### config.mk
export PLATFORM = sky130hd
export DESIGN_NAME = mbe_ctrl
export DESIGN_NICKNAME = d
export VERILOG_FILES = /design/src/rtl/mbe_pkg.sv /design/src/rtl/mbe_ctrl.sv
export SDC_FILE = /design/constraint.sdc
export NUM_CORES = 1
export LEC_CHECK = 0
export BUFFER_PORTS_ARGS = -buffer_cell sky130_fd_sc_hd__buf_2
export CAP_MARGIN = 20
export CORE_MARGIN = 1.5
export CORE_UTILIZATION = 32
export CTS_BUF_LIST = sky130_fd_sc_hd__clkbuf_2
export DETAILED_ROUTE_END_ITERATION = 12
export PLACE_DENSITY = 0.62
export SLEW_MARGIN = 5
export SYNTH_ARGS = -nofsm -noshare
export SYNTH_HDL_FRONTEND = slang
export SYNTH_SLANG_ARGS = --single-unit
export TNS_END_PERCENT = 100
### constraint.sdc
create_clock -name aclk -period 2.4 [get_ports aclk]
set_input_delay 0.48 -clock aclk [delete_from_list [all_inputs] [get_ports aclk]]
set_output_delay 0.48 -clock aclk [all_outputs]
set_load 0.05 [all_outputs]
### src/rtl/mbe_pkg.sv
// ----------------------------------------------------------------------------
// mbe_pkg
// Shared constants, types and helpers for the escape-time pixel block.
// ----------------------------------------------------------------------------
`default_nettype none

package mbe_pkg;

    localparam int MAX_ITER   = 2000;
    localparam int PIXEL_BITS = 12;
    localparam int FRAC_BITS  = 28;

    localparam int Q_W      = 32;
    localparam int PIX_W    = 12;
    localparam int SIZE_W   = 13;
    localparam int COLOUR_W = 8;
    localparam int PROD_W   = PIXEL_BITS + Q_W;
    localparam int ITER_W   = $clog2(MAX_ITER + 1);
    localparam int DCNT_W   = $clog2(PROD_W + 1);
    localparam int ACC_W    = 40;

    localparam logic [COLOUR_W-1:0] COLOUR_FULL = '1;

    // register indexes
    localparam logic [2:0] REG_MIN_RE = 3'd0;
    localparam logic [2:0] REG_MAX_RE = 3'd1;
    localparam logic [2:0] REG_MIN_IM = 3'd2;
    localparam logic [2:0] REG_MAX_IM = 3'd3;
    localparam logic [2:0] REG_WIDTH  = 3'd4;
    localparam logic [2:0] REG_HEIGHT = 3'd5;

    localparam logic signed [Q_W-1:0] RST_MIN_RE = -32'sd671088640;
    localparam logic signed [Q_W-1:0] RST_MAX_RE = 32'sd402653184;
    localparam logic signed [Q_W-1:0] RST_MIN_IM = -32'sd335544320;
    localparam logic signed [Q_W-1:0] RST_MAX_IM = 32'sd335544320;
    localparam logic [SIZE_W-1:0]     RST_WIDTH  = 13'd1920;
    localparam logic [SIZE_W-1:0]     RST_HEIGHT = 13'd1200;

    // divider operand select
    localparam logic [1:0] DIV_SEL_RE  = 2'd0;
    localparam logic [1:0] DIV_SEL_IM  = 2'd1;
    localparam logic [1:0] DIV_SEL_COL = 2'd2;

    typedef struct packed {
        logic       load_px;
        logic       div_start;
        logic [1:0] div_sel;
        logic       c_re_load;
        logic       c_im_load;
        logic       z_clear;
        logic       mul_en;
        logic       step_en;
        logic       res_load;
    } mbe_cmd_t;

    typedef struct packed {
        logic div_done;
        logic in_radius;
        logic iter_max;
        logic iter_small;
    } mbe_sts_t;

    // lo + nonnegative offset, clipped at the top of the Q4.28 range
    function automatic logic signed [Q_W-1:0] sat_offset(
        input logic signed [Q_W-1:0] lo,
        input logic [PROD_W-1:0]     off
    );
        logic signed [PROD_W+1:0] sum;
        sum = $signed({{2{lo[Q_W-1]}}, {(PROD_W-Q_W){lo[Q_W-1]}}, lo})
            + $signed({2'b00, off});
        if (sum > $signed((PROD_W+2)'(64'sd2147483647))) begin
            return 32'sh7fff_ffff;
        end
        return sum[Q_W-1:0];
    endfunction

    function automatic logic signed [Q_W-1:0] sat_acc(input logic signed [ACC_W-1:0] v);
        if (v > 40'sd2147483647) begin
            return 32'sh7fff_ffff;
        end
        if (v < -40'sd2147483648) begin
            return 32'sh8000_0000;
        end
        return v[Q_W-1:0];
    endfunction

endpackage

`default_nettype wire

### src/rtl/mbe_ctrl.sv
// ----------------------------------------------------------------------------
// mbe_ctrl
// Sequencer: mapping divides, iteration loop, colour divide, result hand-off.
// ----------------------------------------------------------------------------
`default_nettype none

module mbe_ctrl
    import mbe_pkg::*;
(
    input  wire       aclk,
    input  wire       aresetn,
    input  wire       s_tvalid,
    output logic      s_tready,
    output logic      m_tvalid,
    input  wire       m_tready,
    input  wire mbe_sts_t sts,
    output mbe_cmd_t  cmd
);

    localparam logic [2:0] ST_IDLE   = 3'd0;
    localparam logic [2:0] ST_DIV_RE = 3'd1;
    localparam logic [2:0] ST_DIV_IM = 3'd2;
    localparam logic [2:0] ST_MUL    = 3'd3;
    localparam logic [2:0] ST_STEP   = 3'd4;
    localparam logic [2:0] ST_COLOUR = 3'd5;
    localparam logic [2:0] ST_WRITE  = 3'd6;

    logic [2:0] state_reg, state_next;
    logic       mvalid_reg, mvalid_next;
    // first divide is launched the cycle after the pixel is latched
    logic       start_re_reg;

    always_comb begin
        state_next = state_reg;
        cmd        = '0;
        cmd.div_sel = DIV_SEL_RE;
        unique case (state_reg)
            ST_IDLE: begin
                if (s_tvalid) begin
                    cmd.load_px = 1'b1;
                    state_next  = ST_DIV_RE;
                end
            end
            ST_DIV_RE: begin
                // start on entry, wait for done
                cmd.div_sel   = DIV_SEL_RE;
                cmd.div_start = start_re_reg;
                if (sts.div_done) begin
                    cmd.c_re_load = 1'b1;
                    cmd.div_sel   = DIV_SEL_IM;
                    cmd.div_start = 1'b1;
                    state_next    = ST_DIV_IM;
                end
            end
            ST_DIV_IM: begin
                cmd.div_sel = DIV_SEL_IM;
                if (sts.div_done) begin
                    cmd.c_im_load = 1'b1;
                    cmd.z_clear   = 1'b1;
                    state_next    = ST_MUL;
                end
            end
            ST_MUL: begin
                cmd.mul_en = 1'b1;
                state_next = ST_STEP;
            end
            ST_STEP: begin
                if (!sts.in_radius) begin
                    if (sts.iter_small) begin
                        cmd.div_sel   = DIV_SEL_COL;
                        cmd.div_start = 1'b1;
                        state_next    = ST_COLOUR;
                    end else begin
                        state_next = ST_WRITE;
                    end
                end else if (sts.iter_max) begin
                    state_next = ST_WRITE;
                end else begin
                    cmd.step_en = 1'b1;
                    state_next  = ST_MUL;
                end
            end
            ST_COLOUR: begin
                cmd.div_sel = DIV_SEL_COL;
                if (sts.div_done) begin
                    state_next = ST_WRITE;
                end
            end
            ST_WRITE: begin
                if (!mvalid_reg || m_tready) begin
                    cmd.res_load = 1'b1;
                    state_next   = ST_IDLE;
                end
            end
            default: begin
                state_next = ST_IDLE;
            end
        endcase
    end

    always_comb begin
        mvalid_next = mvalid_reg;
        if (cmd.res_load) begin
            mvalid_next = 1'b1;
        end else if (m_tready) begin
            mvalid_next = 1'b0;
        end
    end

    always_ff @(posedge aclk) begin
        if (!aresetn) begin
            state_reg    <= ST_IDLE;
            mvalid_reg   <= 1'b0;
            start_re_reg <= 1'b0;
        end else begin
            state_reg    <= state_next;
            mvalid_reg   <= mvalid_next;
            start_re_reg <= cmd.load_px;
        end
    end

    assign s_tready = (state_reg == ST_IDLE);
    assign m_tvalid = mvalid_reg;

endmodule

`default_nettype wire

# After elaboration in Yosys (flattened, before gate mapping)
# Cells that the tools add are included.
# Widths: inputs -> output; s select.
dict set report totals {
  out_inout_bits 12
  ram_bits 0
  n_memories 0
  rom_bits 0
  word_cells 46
  reg_bits 5
  latch_bits 0
}
dict set report op_classes {
  shifts 0
  n_div 0
  n_mul 0
  magnitude_cmp 0
  reduce_logical 5
  add_sub_neg 0
  mux 27
  n_eq_ne 11
  n_bitwise 0
}
# op n
set ops {}
lappend ops {{$mux 3} 9}
lappend ops {{$pmux 3 s7} 1}
lappend ops {{$mux 1} 11}
lappend ops {{$ne 2x2->1 const B} 5}
lappend ops {{$eq 3x3->1 const B} 3}
lappend ops {{$pmux 2 s4} 1}
lappend ops {{$eq 3x2->1 const B} 2}
lappend ops {{$mux 2} 3}
lappend ops {{$reduce_and 5->1} 1}
lappend ops {{$mux 4} 1}
lappend ops {{$eq 3x1->1 const B} 1}
lappend ops {{$logic_not 3->1} 1}
lappend ops {{$pmux 1 s2} 1}
lappend ops {{$reduce_bool 2->1} 1}
lappend ops {{$logic_not 1->1} 1}
lappend ops {{$logic_or 1x1->1} 1}

# Logic depth before layout (Yosys ltp)
dict set report depth {
  word_depth 5
  mapped_depth 5
  ltp_nobuf 4
}

# Worst setup path before layout
# OpenSTA, ideal clock, no wires.
dict set report synth_path {
  kind {reg-to-output}
  start {reg state_reg[2]}
  end {out cmd[9] in the netlist's numbering}
  stages_incl_launch_ff 4
  required_time_ns 1.920
  slack_ns -0.382
  t_arrival_ns 2.302
  path_cell_list {dfxtp_1 -> bufbuf_8 -> nor3_1 -> and2_1}
}
# item line_no
set synth_lines {}
lappend synth_lines {{start, declared} mbe_ctrl.sv:28} ;# logic [2:0] state_reg, state_next;
lappend synth_lines {{start signal, assigned} mbe_ctrl.sv:116} ;# state_reg <= state_next;
lappend synth_lines {{end, declared} mbe_ctrl.sv:17} ;# output mbe_cmd_t cmd

==> metrics <==
Period minus WS final 2.09 ns; IO Port Bufs 19; peak supply drop 0.475 mV; ANT cells 0; boundary pin count 20; FF+latch count, synth 5; CTS root buf clkbuf_2; drt pass-1 iters 2; DR iter-0 viols 4; unrepaired setup endpoints after global routing false; Yosys cell types 29; Synth Net Count 60; Die Wd 39.8 µm; CTS-repair resized insts 0; crit end category output pin; Starting Density 0.337; Total Power ~0.78 mW; total track usage 0.133; Setup CP Type reg -> out; # fillers ~140; critical-path cell list or2b_1, nor3b_1, buf_2; Final Cycle Share 0.869; max reg flops 3; Hold Crit Class in -> reg; Post-CTS Setup Bufs 0; die area between 1500 and 2000 µm²; CTS tree done; setup TNS 0 ns; total CTS buffers 3; CP Launch Type flop; fin. max-slew vios 0; final setup violation count 0; share of synthesized registers carrying an async set or reset 0; Ys Warns 0; CP arrival roughly 1.6 ns; worst r2r path cells 4; power density cells 1450 nW/µm²; final clock skew about 0.0081 ns; Max-cap violations 0; drt total wl 852 µm; relative slew slack 0.674; fmax 479 MHz; Synth Cell Area roughly 430 µm²; Clock Latency Late Sink 0.22 ns; CP max-delay cell dfxtp_1; Vias/cell around 5.0; top_reg_cell synth dfxtp_1; routed vias 423; post-route ant nets 0; vias in the first global route 323; worst-margin pin slew around 0.49 ns; fraction of layout cells with a size suffix above 1 0.400; number of flops mapped to enable cells by yosys 0; first-pass GRT wire length roughly 1300 µm; Longest Clk Path Bufs 2; pin count of the biggest net entering global routing 16; syn_area_per_cell around 8.3 µm²; max incr delay on CP 0.62 ns; sequential share of the synthesized area 0.231; gr ovfl total 0; total clock sinks 5; crit path max fanout 15; FP Rows 13; status finished clean; # nets final 79; Post-route DRC 0; CTS H-tree lvls 1; die height approximately 40 µm; synth top area cells dfxtp_1 23%, nand3b_1 5.2%, nor2_1 5.2%; final hold vios 0; DR WL/cell ~10 µm; initial antenna violation count 0; cells after synthesis 52; Hold Path Depth 2; Critical Path RT 1.92 ns; Layout area overhead 23.1%; post-DP HPWL around 650 µm; P_leak 0.253 nW; post-synth top area cell dfxtp_1; RD Place Congestion 0.730; post-cts hold buffer count 0; Clock transition at path regs 0.07 ns; Core Region 1280 µm²; top cell type's share of synthesized area 0.231
## per-stage QoR
step / util / hold slack (ns) / instances / setup slack [ns] / cell area [µm²]
global route: 0.415 / 0.517 / 85 / 0.188 / 533
floorplan: - / 0.598 / 52 / 0.0306 / 443
global placement: 0.399 / 0.512 / 81 / 0.558 / 513
CTS: 0.415 / 0.503 / 85 / 0.292 / 533
finish: 0.415 / 0.513 / 85 / 0.314 / 533
detailed placement: 0.399 / 0.508 / 81 / 0.529 / 513
## cells in the mapped netlist (2+ instances only)
master    instances
nor2_1            6
o311a_1           2
nand3b_1          3
nor2b_1           3
nand2_1           2
buf_2             2
buf_4             2
dfxtp_1           5
o21bai_1          3
a21oi_1           2
nor3b_1           2
nand2b_1          3
## worst max-delay path: cells and delay by family (launching register included)
kind / cells / cell delay (ns)
flops: 1 / 0.62
buf+inv: 1 / 0.29
simple gates: 2 / 0.49
## metal layers
layer | up-vias | global-route usage | part of all wire
li1 | 222 | - | -
met1 | 189 | 0.145 | 0.51
met2 | 10 | 0.213 | 0.44
met3 | 2 | 0.0511 | 0.036
met4 | 0 | 0.0776 | 0.011
met5 | - | 0 | 0
## report_power, final
| group | internal [mW] | switching [mW] | leakage, nW |
|---|---|---|---|
| Sequential | 0.111 | 0.0805 | 0.0412 |
| Clock | 0.0442 | 0.0358 | 0.0166 |
| Combinational | 0.171 | 0.333 | 0.195 |
| Total | 0.326 | 0.449 | 0.253 |
## path summary, 6_finish.rpt
kind / startpoint / endpoint / slack, ns
worst max-delay path: state_reg[2]$_SDFFE_PN0P_ / cmd[1] / 0.31
worst min-delay path: s_tvalid / start_re_reg$_SDFF_PN0_ / 0.51
worst max register to register: state_reg[1]$_SDFFE_PN0P_ / state_reg[0]$_SDFFE_PN0P_ / 0.81
worst min register to register: m_tvalid$_SDFFE_PN0P_ / m_tvalid$_SDFFE_PN0P_ / 0.52
## cell usage in the layout, fill, tap and decap left out, drive strengths merged, types with 2 or more instances in the layout
cell type	count
nor2b	3
nor3b	2
nand2	2
nor2	6
o311a	2
a21oi	4
buf	19
clkbuf	4
nand3b	3
o21bai	3
nand2b	3
dfxtp	5
## kinds of logic after synthesis
| kind of cell | synth area share |
|---|---|
| compound gates | 0.266 |
| xor+xnor | 0.0202 |
| buf+inv | 0.101 |
| flops | 0.231 |
| simple gates | 0.382 |
## cell type report
class / instances / area (µm²) / area share
clock buffer: 4 / 20.0 / 0.0376
multi-input combinational: 42 / 299 / 0.561
timing repair buffer: 19 / 95.1 / 0.178
tap: 15 / 18.8 / 0.0352
sequential: 5 / 100 / 0.188
Power figures use the tool's default switching activity.
